$ cat config.mk
export PLATFORM = sky130hd
export DESIGN_NAME = lax_wendroff_advection_solver_top
export DESIGN_NICKNAME = d
export VERILOG_FILES = /design/src/rtl/lwa_pkg.sv /design/src/rtl/lwa_regs.sv /design/src/rtl/lax_wendroff_advection_solver_top.sv
export SDC_FILE = /design/constraint.sdc
export NUM_CORES = 2
export LEC_CHECK = 0
export ABC_AREA = 1
export BUFFER_PORTS_ARGS = -buffer_cell sky130_fd_sc_hd__buf_2
export CORE_MARGIN = 2
export CORE_UTILIZATION = 30
export CTS_BUF_LIST = sky130_fd_sc_hd__clkbuf_8 sky130_fd_sc_hd__clkbuf_16
export DETAILED_ROUTE_END_ITERATION = 8
export PLACE_DENSITY = 0.51
export SKIP_LAST_GASP = 1
export SYNTH_ARGS = -nofsm -noshare
export SYNTH_HDL_FRONTEND = slang
export SYNTH_SLANG_ARGS = --single-unit
$ cat constraint.sdc
create_clock -name i_clk -period 19.2 [get_ports i_clk]
set_input_delay 4.8 -clock i_clk [delete_from_list [all_inputs] [get_ports i_clk]]
set_output_delay 4.8 -clock i_clk [all_outputs]
set_load 0.03 [all_outputs]
$ cat src/rtl/lwa_pkg.sv
`default_nettype none

package lwa_pkg;

    localparam int GRID_POINTS_DEF = 64;

    localparam int DATA_W  = 16;
    localparam int CFG_W   = 16;
    localparam int PADDR_W = 4;
    localparam int PDATA_W = 32;

    // Shared multiplier: 17-bit coefficient times 19-bit difference.
    localparam int MUL_A_W = 17;
    localparam int MUL_B_W = 19;
    localparam int PROD_W  = MUL_A_W + MUL_B_W;
    localparam int ACC_W   = PROD_W + 2;
    localparam int FRAC_W  = 14;
    localparam int SH_W    = ACC_W - FRAC_W;

    localparam logic signed [ACC_W-1:0] ROUND_HALF = ACC_W'(1) <<< (FRAC_W - 1);
    localparam logic signed [SH_W-1:0]  SAT_HI     = SH_W'(32767);
    localparam logic signed [SH_W-1:0]  SAT_LO     = -SH_W'(32768);

    localparam logic [CFG_W-1:0] STEP_COUNT_RST      = CFG_W'(30);
    localparam logic [CFG_W-1:0] HALF_COURANT_RST    = CFG_W'(8192);
    localparam logic [CFG_W-1:0] HALF_COURANT_SQ_RST = CFG_W'(8192);

    localparam logic [1:0] REG_STEP_COUNT      = 2'd0;
    localparam logic [1:0] REG_HALF_COURANT    = 2'd1;
    localparam logic [1:0] REG_HALF_COURANT_SQ = 2'd2;

    typedef struct packed {
        logic signed [DATA_W-1:0] sample;
        logic                     last;
    } t_in;

    typedef struct packed {
        logic signed [DATA_W-1:0] value;
        logic                     is_last;
    } t_out;

    typedef struct packed {
        logic [CFG_W-1:0] step_count;
        logic [CFG_W-1:0] half_courant;
        logic [CFG_W-1:0] half_courant_sq;
    } t_cfg;

    typedef enum logic [3:0] {
        ST_LOAD,
        ST_STEP,
        ST_LEFT,
        ST_CENTER,
        ST_MUL1,
        ST_MUL2,
        ST_WRITE,
        ST_OUT_RD,
        ST_OUT_LD,
        ST_OUT_HOLD
    } t_state;

endpackage

`default_nettype wire

$ cat src/rtl/lwa_regs.sv
`default_nettype none

module lwa_regs
    import lwa_pkg::*;
(
    input  wire                i_clk,
    input  wire                i_rst_n,
    input  wire                psel,
    input  wire                penable,
    input  wire                pwrite,
    input  wire  [PADDR_W-1:0] paddr,
    input  wire  [PDATA_W-1:0] pwdata,
    output logic [PDATA_W-1:0] prdata,
    output logic               pready,
    output t_cfg               o_cfg
);

    t_cfg       r_cfg;
    t_cfg       n_cfg;
    logic [1:0] reg_idx;
    logic       wr_en;

    assign reg_idx = paddr[3:2];
    assign wr_en   = psel && penable && pwrite;
    assign pready  = 1'b1;
    assign o_cfg   = r_cfg;

    always_comb begin
        n_cfg = r_cfg;
        if (wr_en) begin
            unique case (reg_idx)
                REG_STEP_COUNT:      n_cfg.step_count      = pwdata[CFG_W-1:0];
                REG_HALF_COURANT:    n_cfg.half_courant    = pwdata[CFG_W-1:0];
                REG_HALF_COURANT_SQ: n_cfg.half_courant_sq = pwdata[CFG_W-1:0];
                default:             n_cfg = r_cfg;
            endcase
        end
    end

    always_comb begin
        unique case (reg_idx)
            REG_STEP_COUNT:      prdata = PDATA_W'(r_cfg.step_count);
            REG_HALF_COURANT:    prdata = PDATA_W'(r_cfg.half_courant);
            REG_HALF_COURANT_SQ: prdata = PDATA_W'(r_cfg.half_courant_sq);
            default:             prdata = '0;
        endcase
    end

    always_ff @(posedge i_clk) begin
        if (!i_rst_n) begin
            r_cfg.step_count      <= STEP_COUNT_RST;
            r_cfg.half_courant    <= HALF_COURANT_RST;
            r_cfg.half_courant_sq <= HALF_COURANT_SQ_RST;
        end else begin
            r_cfg <= n_cfg;
        end
    end

endmodule

`default_nettype wire

$ cat src/rtl/lax_wendroff_advection_solver_top.sv
// Lax-Wendroff solver for 1D linear advection on a grid of signed Q8.8 samples.
// The input channel takes one grid sample per word, one per cycle, in grid order.
// A word flagged last ends the load; samples beyond GRID_POINTS are dropped.
// The block then applies step_count updates to every point but the first and
// streams the final grid on the output channel, is_last marking the final point.
// A single shared multiplier serves both products of each point, so each point
// passes through the states ST_MUL1, ST_MUL2 and ST_WRITE in turn.
// No step runs when step_count is zero or only a single point is loaded.
// Each output word passes through ST_OUT_RD, ST_OUT_LD and ST_OUT_HOLD; a stall
// holds the word and the block waits. Input is not accepted from the last word
// until the final output word is taken. The user must write the registers over
// the APB port only while the block is idle; the block itself does not enforce it.
// Reset restores the register defaults and starts a new, empty load.
`default_nettype none

module lax_wendroff_advection_solver_top
    import lwa_pkg::*;
#(
    parameter int GRID_POINTS = GRID_POINTS_DEF
) (
    input  wire                i_clk,
    input  wire                i_rst_n,
    input  wire                i_in_valid,
    output logic               o_in_ready,
    input  t_in                i_in_data,
    output logic               o_out_valid,
    input  wire                i_out_ready,
    output t_out               o_out_data,
    input  wire                psel,
    input  wire                penable,
    input  wire                pwrite,
    input  wire  [PADDR_W-1:0] paddr,
    input  wire  [PDATA_W-1:0] pwdata,
    output logic [PDATA_W-1:0] prdata,
    output logic               pready
);

    localparam int IDX_W = $clog2(GRID_POINTS);
    localparam int CNT_W = $clog2(GRID_POINTS + 1);

    t_cfg cfg;

    lwa_regs u_regs (
        .i_clk   (i_clk),
        .i_rst_n (i_rst_n),
        .psel    (psel),
        .penable (penable),
        .pwrite  (pwrite),
        .paddr   (paddr),
        .pwdata  (pwdata),
        .prdata  (prdata),
        .pready  (pready),
        .o_cfg   (cfg)
    );

    logic signed [DATA_W-1:0] mem [GRID_POINTS];

    t_state                   r_state, n_state;
    logic [CNT_W-1:0]         r_load_cnt, n_load_cnt;
    logic [CNT_W-1:0]         r_n, n_n;
    logic [CNT_W-1:0]         r_idx, n_idx;
    logic [CFG_W-1:0]         r_steps, n_steps;
    logic signed [DATA_W-1:0] r_left, n_left;
    logic signed [DATA_W-1:0] r_u, n_u;
    logic signed [DATA_W-1:0] r_right, n_right;
    logic signed [PROD_W-1:0] r_prod, n_prod;
    logic signed [ACC_W-1:0]  r_acc, n_acc;
    logic signed [DATA_W-1:0] r_rd;
    t_out                     r_out, n_out;
    logic                     r_out_valid, n_out_valid;

    logic                     we;
    logic [IDX_W-1:0]         waddr;
    logic signed [DATA_W-1:0] wdata;
    logic [IDX_W-1:0]         rd_addr;

    logic [CNT_W-1:0]          idx_nxt;
    logic [CNT_W-1:0]          idx_nxt2;
    logic signed [DATA_W-1:0]  right_sel;
    logic signed [MUL_B_W-1:0] diff1;
    logic signed [MUL_B_W-1:0] diff2;
    logic                      mul_sel;
    logic signed [MUL_A_W-1:0] mul_a;
    logic signed [MUL_B_W-1:0] mul_b;
    logic signed [PROD_W-1:0]  mul_p;
    logic signed [ACC_W-1:0]   sum;
    logic signed [SH_W-1:0]    shifted;
    logic signed [DATA_W-1:0]  sat;

    assign idx_nxt   = r_idx + CNT_W'(1);
    assign idx_nxt2  = idx_nxt + CNT_W'(1);
    assign right_sel = (idx_nxt < r_n) ? r_rd : '0;
    assign diff1     = MUL_B_W'(right_sel) - MUL_B_W'(r_left);
    assign diff2     = MUL_B_W'(r_right) - (MUL_B_W'(r_u) <<< 1) + MUL_B_W'(r_left);

    // The one multiplier: the advection term first, the diffusion term next.
    assign mul_a = mul_sel ? MUL_A_W'({1'b0, cfg.half_courant_sq})
                           : MUL_A_W'({1'b0, cfg.half_courant});
    assign mul_b = mul_sel ? diff2 : diff1;
    assign mul_p = PROD_W'(mul_a) * PROD_W'(mul_b);

    assign sum     = r_acc + ACC_W'(r_prod) + ROUND_HALF;
    assign shifted = sum[ACC_W-1:FRAC_W];
    assign sat     = (shifted > SAT_HI) ? DATA_W'(SAT_HI) :
                     (shifted < SAT_LO) ? DATA_W'(SAT_LO) : shifted[DATA_W-1:0];

    assign o_out_valid = r_out_valid;
    assign o_out_data  = r_out;

    always_comb begin
        n_state     = r_state;
        n_load_cnt  = r_load_cnt;
        n_n         = r_n;
        n_idx       = r_idx;
        n_steps     = r_steps;
        n_left      = r_left;
        n_u         = r_u;
        n_right     = r_right;
        n_prod      = r_prod;
        n_acc       = r_acc;
        n_out       = r_out;
        n_out_valid = r_out_valid;
        we          = 1'b0;
        waddr       = r_load_cnt[IDX_W-1:0];
        wdata       = i_in_data.sample;
        rd_addr     = '0;
        mul_sel     = 1'b0;
        o_in_ready  = 1'b0;
        unique case (r_state)
            ST_LOAD: begin
                o_in_ready = 1'b1;
                if (i_in_valid) begin
                    if (r_load_cnt < CNT_W'(GRID_POINTS)) begin
                        we         = 1'b1;
                        n_load_cnt = r_load_cnt + CNT_W'(1);
                    end
                    if (i_in_data.last) begin
                        n_n        = n_load_cnt;
                        n_load_cnt = '0;
                        n_steps    = '0;
                        n_idx      = '0;
                        if (cfg.step_count == '0 || n_n == CNT_W'(1)) begin
                            n_state = ST_OUT_RD;
                        end else begin
                            n_state = ST_STEP;
                        end
                    end
                end
            end
            ST_STEP: begin
                rd_addr = '0;
                n_idx   = CNT_W'(1);
                n_state = ST_LEFT;
            end
            ST_LEFT: begin
                n_left  = r_rd;
                rd_addr = IDX_W'(1);
                n_state = ST_CENTER;
            end
            ST_CENTER: begin
                n_u     = r_rd;
                rd_addr = IDX_W'(2);
                n_state = ST_MUL1;
            end
            ST_MUL1: begin
                mul_sel = 1'b0;
                n_right = right_sel;
                n_prod  = mul_p;
                n_state = ST_MUL2;
            end
            ST_MUL2: begin
                mul_sel = 1'b1;
                n_acc   = (ACC_W'(r_u) <<< FRAC_W) - ACC_W'(r_prod);
                n_prod  = mul_p;
                n_state = ST_WRITE;
            end
            ST_WRITE: begin
                we      = 1'b1;
                waddr   = r_idx[IDX_W-1:0];
                wdata   = sat;
                n_left  = r_u;
                n_u     = r_right;
                n_idx   = idx_nxt;
                rd_addr = idx_nxt2[IDX_W-1:0];
                if (idx_nxt < r_n) begin
                    n_state = ST_MUL1;
                end else begin
                    n_steps = r_steps + CFG_W'(1);
                    if (n_steps == cfg.step_count) begin
                        n_idx   = '0;
                        n_state = ST_OUT_RD;
                    end else begin
                        n_state = ST_STEP;
                    end
                end
            end
            ST_OUT_RD: begin
                rd_addr = r_idx[IDX_W-1:0];
                n_state = ST_OUT_LD;
            end
            ST_OUT_LD: begin
                n_out.value   = r_rd;
                n_out.is_last = (idx_nxt == r_n);
                n_out_valid   = 1'b1;
                n_state       = ST_OUT_HOLD;
            end
            ST_OUT_HOLD: begin
                if (i_out_ready) begin
                    n_out_valid = 1'b0;
                    n_idx       = idx_nxt;
                    if (r_out.is_last) begin
                        n_state = ST_LOAD;
                    end else begin
                        n_state = ST_OUT_RD;
                    end
                end
            end
            default: begin
                n_state = ST_LOAD;
            end
        endcase
    end

    always_ff @(posedge i_clk) begin
        if (!i_rst_n) begin
            r_state <= ST_LOAD;
        end else begin
            r_state <= n_state;
        end
    end

    always_ff @(posedge i_clk) begin
        if (!i_rst_n) begin
            r_load_cnt  <= '0;
            r_out_valid <= 1'b0;
            r_idx       <= '0;
            r_n         <= '0;
            r_steps     <= '0;
        end else begin
            r_load_cnt  <= n_load_cnt;
            r_out_valid <= n_out_valid;
            r_idx       <= n_idx;
            r_n         <= n_n;
            r_steps     <= n_steps;
        end
    end

    always_ff @(posedge i_clk) begin
        r_left  <= n_left;
        r_u     <= n_u;
        r_right <= n_right;
        r_prod  <= n_prod;
        r_acc   <= n_acc;
        r_out   <= n_out;
    end

    always_ff @(posedge i_clk) begin
        if (we) begin
            mem[waddr] <= wdata;
        end
        r_rd <= mem[rd_addr];
    end

    a_no_overlap: assert property (@(posedge i_clk) disable iff (!i_rst_n)
        !(o_out_valid && o_in_ready))
        else $error("Input accepted while an output word is pending.");

    a_load_bound: assert property (@(posedge i_clk) disable iff (!i_rst_n)
        r_load_cnt <= CNT_W'(GRID_POINTS))
        else $error("Load count exceeds the grid size.");

    a_point_in_grid: assert property (@(posedge i_clk) disable iff (!i_rst_n)
        (r_state == ST_MUL1 || r_state == ST_MUL2 || r_state == ST_WRITE)
        |-> (r_idx < r_n && r_idx != '0))
        else $error("Update addresses a point outside the loaded grid.");

    a_last_word_ends: assert property (@(posedge i_clk) disable iff (!i_rst_n)
        (o_out_valid && i_out_ready && o_out_data.is_last) |=> o_in_ready)
        else $error("Load did not resume after the final output word.");

endmodule

`default_nettype wire
======== After elaboration in Yosys (flattened, before gate mapping) ========
Memories as Yosys holds them, arrays and structs flattened. A register that Yosys moved wholly into a read port is not among the register bits.
Cells that the tools add are included.
word-level totals
  bits in latches ......................... 0
  bits in read-only memories .............. 0
  input bits .............................. 60
  memory bits (writable) .................. 1024
  bits in registers ....................... 229
  memories kept ........................... 1
operators by class
  reductions and logical operators ........ 21
  order comparisons ....................... 4
  bitwise gates (word level) .............. 0
  shift-type cells ........................ 0
  muxes and demuxes ....................... 42
  $mul .................................... 1
  equality and inequality tests ........... 18
  $add $sub $neg .......................... 10
  div/mod/pow operators ................... 0
memories
  memory  depth  width  read ports  clocked after Yosys merged registers in  wr ports  line                                     source
  mem     64     16     1           1                                        1         lax_wendroff_advection_solver_top.sv:56  logic signed [DATA_W-1:0] mem [GRID_POINTS];
operator list
  cell                                                   count
  two-way mux 16 bit                                     8
  case mux 16 bit (2 select lines)                       3
  two-way mux 7 bit                                      9
  case mux 16 bit (3 select lines)                       1
  case mux 4 bit (10 select lines)                       1
  adder 38 x 15 -> 38 bit (second input constant)        1
  adder 38 x 36 -> 38 bit                                1
  subtractor 30 x 36 -> 37 bit                           1
  multiplier 17 x 19 -> 36 bit                           1
  case mux 7 bit (4 select lines)                        1
  > comparator 24 x 16 -> 1 bit (second input constant)  1
  < comparator 24 x 16 -> 1 bit (second input constant)  1
  case mux 6 bit (4 select lines)                        1
  adder 18 x 16 -> 19 bit                                1
  two-way mux 19 bit                                     1
  subtractor 16 x 17 -> 18 bit                           1
  subtractor 16 x 16 -> 17 bit                           1
  adder 16 x 1 -> 16 bit (second input constant)         1
  equality test 16 bit                                   1
  equality test 4 x 3 -> 1 bit (second input constant)   4
  logical NOT 16 bit                                     1
  adder 7 x 1 -> 7 bit (second input constant)           2
  two-way mux 3 bit                                      4
  two-way mux 4 bit                                      3
  other kinds (24)                                       46

======== Depth between registers and ports, before layout ========
  depth after elaboration ................. 10
  mapped depth ............................ 51
  mapped depth without buffers ............ 51

======== Modules after synthesis ========
From an unflattened synthesis, not the netlist that was laid out.
second synthesis, totals
  cell total of the unflattened synthesis .. 7144
  area total of the unflattened synthesis .. 72027.8 um^2
by module, submodules not included
  module                             seq. area each (um^2)  area an instance (um^2)  cells an instance  times used
  lax_wendroff_advection_solver_top  36054.6                69594.2                  6774               1
  lwa_regs                           960.9                  2433.6                   370                1

======== Least setup slack after synthesis ========
Ideal clock, no wire load.
  path type ............................... input to output
  start ................................... input port paddr[3]
  end ..................................... output port prdata[10]
  cell stages on the path ................. 4
  slack ................................... 8.579 ns
  required time ........................... 14.400 ns
  data arrival time ....................... 5.821 ns
  path through ............................ nor2_1 -> clkinv_1 -> clkbuf_1 -> o221ai_1
on the way
  longest elaborated chain between the ends .. 2
  elaborated cells between the ends (all ways) .. 4
  classes of those cells .................. 2 x eq/ne; 1 x mux; 1 x reduce/logical
ends and longest elaborated chain
  item                                               line                                     source
  start, declared                                    lax_wendroff_advection_solver_top.sv:32  input wire [PADDR_W-1:0] paddr,
  equality test 2 bit, or another cell as far along  lwa_regs.sv:41                           unique case (reg_idx)
  case mux 16 bit (3 select lines) (*)               lwa_regs.sv:41
  end, declared                                      lax_wendroff_advection_solver_top.sv:34  output logic [PDATA_W-1:0] prdata,
Mark *: on every way between the ends. The rest lies on a longest branch, timed or not.

======== Worst setup path after layout ========
  start ................................... register r_idx[0]
  end ..................................... register r_prod[35], data pin
on the way
  longest elaborated chain between the ends .. 6
ends and longest elaborated chain
  item                          line                                      source
  start, declared               lax_wendroff_advection_solver_top.sv:61   logic [CNT_W-1:0] r_idx, n_idx;
  start signal, assigned        lax_wendroff_advection_solver_top.sv:242  r_idx <= n_idx;
  adder 7 x 1 -> 7 bit          lax_wendroff_advection_solver_top.sv:90   assign idx_nxt = r_idx + CNT_W'(1);
  < comparator 7 bit            lax_wendroff_advection_solver_top.sv:92   assign right_sel = (idx_nxt < r_n) ? r_rd : '0;
  two-way mux 16 bit            lax_wendroff_advection_solver_top.sv:92
  subtractor 16 x 16 -> 17 bit  lax_wendroff_advection_solver_top.sv:93   assign diff1 = MUL_B_W'(right_sel) - MUL_B_W'(r_left);
  two-way mux 19 bit            lax_wendroff_advection_solver_top.sv:99   assign mul_b = mul_sel ? diff2 : diff1;
  multiplier 17 x 19 -> 36 bit  lax_wendroff_advection_solver_top.sv:100  assign mul_p = PROD_W'(mul_a) * PROD_W'(mul_b);
  via mul_p[35]                 lax_wendroff_advection_solver_top.sv:85   logic signed [PROD_W-1:0] mul_p;
  end signal, assigned          lax_wendroff_advection_solver_top.sv:252  r_prod <= n_prod;
  end, declared                 lax_wendroff_advection_solver_top.sv:66   logic signed [PROD_W-1:0] r_prod, n_prod;
The timed path passes the listed nets, and every way through them passes these cells.
A chain may end at the register's enable or synchronous reset.

==> impl_metrics.env <==
export IMPL_drc=0
export IMPL_cts_reportedPaths_clkPinSlew_ns=0.07
export IMPL_rsz0062_at_grt="false"
export IMPL_core_rowCount=179
export IMPL_fp_dieW_um=492
export IMPL_crit_path_max_fanout=21
export IMPL_synthXorXnorAreaFrac_pct=1.49
export IMPL_cts_setup_buffers=0
export IMPL_ant_nets=0
export IMPL_slew_headroom_pct=19.9
export IMPL_synthArstFlopShare_pct=0
export IMPL_dr_pass1_iters=6
export IMPL_finalNetCount=7471
export IMPL_path_class="reg2reg"
export IMPL_worstSetupEndpointType="flop"
export IMPL_clk_latency_ns=0.82
export IMPL_maxCapViolCount=0
export IMPL_postLayoutCellArea_sq_mm=0.0805
export IMPL_grt_pass1_vias=47790
export IMPL_hold_viol=0
export IMPL_slew_violations=0
export IMPL_fin_util_pct=34.0
export IMPL_first_iter_violations=3761
export IMPL_fmax_ghz=0.0826
export IMPL_clockRootBuffer="clkbuf_16"
export IMPL_period_share_pct=63.0
export IMPL_arrival_ns=12.67
export IMPL_cp_start_kind="flop"
export IMPL_fin_worst_skew_ns=0.0825
export IMPL_status="finished clean"
export IMPL_dieArea_sq_mm=0.242
export IMPL_numCtsBuffers=146
export IMPL_post_cts_resize_count=0
export IMPL_p_total_mw=12.3
export IMPL_die_y_um=492
export IMPL_syn_inst=6773
export IMPL_wirelength_um=201000
export IMPL_ctsHoldBuffers=0
export IMPL_globalplace_congestion=0.874
export IMPL_synthAdderAreaFrac_pct=13.0
export IMPL_drive_above_1_share_pct=12.3
export IMPL_synth_top_family_by_area="adder cells"
export IMPL_ys_ff_latch=1268
export IMPL_area_delta_synth_final_pct=12.9
export IMPL_hold_class="reg2reg"
export IMPL_ir_drop_mv=0.133
export IMPL_worst_ep_required_time_ns=19.77
export IMPL_grt_pass1_wl_um=301000
export IMPL_start_util_pct=30.1
export IMPL_vias=48514
export IMPL_synth_compound_area_share_pct=7.78
export IMPL_worstMarginPinSlew_ns=1.20
export IMPL_syn_area_sq_mm=0.0713
export IMPL_power_density_mw_per_mm2=153
export IMPL_grt_antenna_before_repair=4
export IMPL_htreeDepth=4
export IMPL_yosysSeqAreaShare_pct=51.9
export IMPL_critPathTopFamily="adder cells"
export IMPL_placed_cell_area_sq_mm=0.0756
export IMPL_viasPerCell=4.78
export IMPL_synthSimpleGateAreaFrac_pct=12.8
export IMPL_worst_path_max_delay_cell="fa_1"
export IMPL_post_route_min_period_ns=12.10
export IMPL_synth_edf_count=1162
export IMPL_syn_area_per_cell_sq_um=10.5
export IMPL_grt_ovfl_total=0
export IMPL_timing_setup_tns_ns=0
export IMPL_critical_path_buf_inv_count=5
export IMPL_synth_ff_type="edfxtp_1"
export IMPL_wl_per_cell_um=19.8
export IMPL_core_area_sq_mm=0.237
export IMPL_cts_sinks=1268
export IMPL_synth_distinct_cells=56
export IMPL_synthMuxAreaShare_pct=5.56
export IMPL_cts_tree="built"
export IMPL_leakagePower_nw=32.2
export IMPL_synthesis_yosys_warnings=0
export IMPL_dpl_worst_slack_ns=7.20
export IMPL_cts_buffer_depth=3
export IMPL_crit_path_max_incr_delay_ns=0.93
export IMPL_setup_viol=0
export IMPL_setup_ws_ns=7.10
export IMPL_port_buffers=76
export IMPL_place_hpwl_um=131000
export IMPL_grt_usage_pct=16.3
export IMPL_grt_max_degree=180
export IMPL_cp_common_cell="nand2_1"
export IMPL_ios=112
where the power goes:
part           switching, mW  internal (mW)
clock                   1.22           1.58
sequential             0.141           3.36
combinational           4.04           1.96
total                   5.41           6.89
cells by family (layout without fill, tap and decap cells):
family	count (synthesis)	count (layout)
and+or+nand+nor	2252	2252
buffers and inverters	1322	1515
DFF	1268	1268
AOI/OAI and AO/OA	904	904
adders and majority gates	552	552
muxes	352	352
xor gates and xnor gates	121	121
other	2	22
final timing paths:
kind	from	to	slack [ns]	depth (start not counted)
hold / removal	r_idx[5]	r_idx[5]	0.47	2
setup / recovery	r_idx[0]	r_prod[35]	7.10	43
hold reg to reg	r_idx[5]	r_idx[5]	0.47	2
setup reg to reg	r_idx[0]	r_prod[35]	7.10	43
sequential cells by signal, indices dropped and copies added (netlist names), 16 cells and up:
signal / flops
r_prod: 36
r_acc: 37
r_steps: 16
mem: 1024
o_out_data: 17
r_u: 16
r_rd: 16
r_right: 16
u_regs.o_cfg: 48
r_left: 16
worst min-delay path: stages (launching register included):
cell	delay (ns)
dfxtp_1	0.31
nand2_1	0.06
a21oi_1	0.05
cells in the mapped netlist (106+ instances only):
cell type | n | share of area, %
nand2_1 | 1304 | 6.9
edfxtp_1 | 1162 | 49
inv_1 | 1014 | 5.3
nor2_1 | 476 | 2.5
nand3_1 | 371 | 2.6
mux2_2 | 352 | 5.6
fa_1 | 318 | 8.9
o21ai_0 | 297 | 2.1
o211ai_1 | 268 | 2.8
ha_1 | 234 | 4.1
a21oi_1 | 207 | 1.5
clkbuf_1 | 139 | 0.73
dfxtp_1 | 106 | 3.0
area by class of cell:
class                           count  area [sq um]
Fill cell                       23808        157000
Clock inverter                    116          1130
Sequential cell                  1268         37000
Tap cell                         3167          3960
Antenna cell                        5          12.5
Inverter                         1039          3900
Multi-Input combinational cell   4198         29300
Clock buffer                      154          3770
Timing Repair Buffer              206          1410
metrics by stage:
step	hold slack, ns	std cells
after global routing	0.507	10148
after detailed placement	0.464	9877
after CTS	0.473	10147
after global placement	0.458	9877
final	0.469	10153
after floorplan	0.430	6788
layer usage:
| layer | track usage [%] | wire [um] | part of all wire, % |
|---|---|---|---|
| met4 | 4.50 | 4870 | 2.4 |
| met5 | 0 | 0 | 0 |
| met3 | 2.21 | 10100 | 5.0 |
| met1 | 22.7 | 91900 | 46 |
| met2 | 26.6 | 94600 | 47 |
cell usage in the layout, fill, tap and decap left out, types with 16 or more instances in the layout:
cell type / n
buf_2: 76
clkinv_1: 35
a21oi_1: 202
nor3_1: 36
edfxtp_1: 1162
nor2_1: 469
xnor2_1: 49
ha_1: 234
nand3_1: 371
clkinv_2: 33
buf_4: 126
o21ai_0: 293
o211ai_1: 268
xor2_1: 72
mux2_2: 352
a31oi_1: 22
o21bai_1: 19
o221ai_1: 16
clkbuf_16: 147
a21oi_4: 16
fa_1: 318
inv_1: 1038
nand2_1: 1303
nand4_1: 18
conb_1: 17
dfxtp_1: 106
Power figures use the tool's default switching activity.
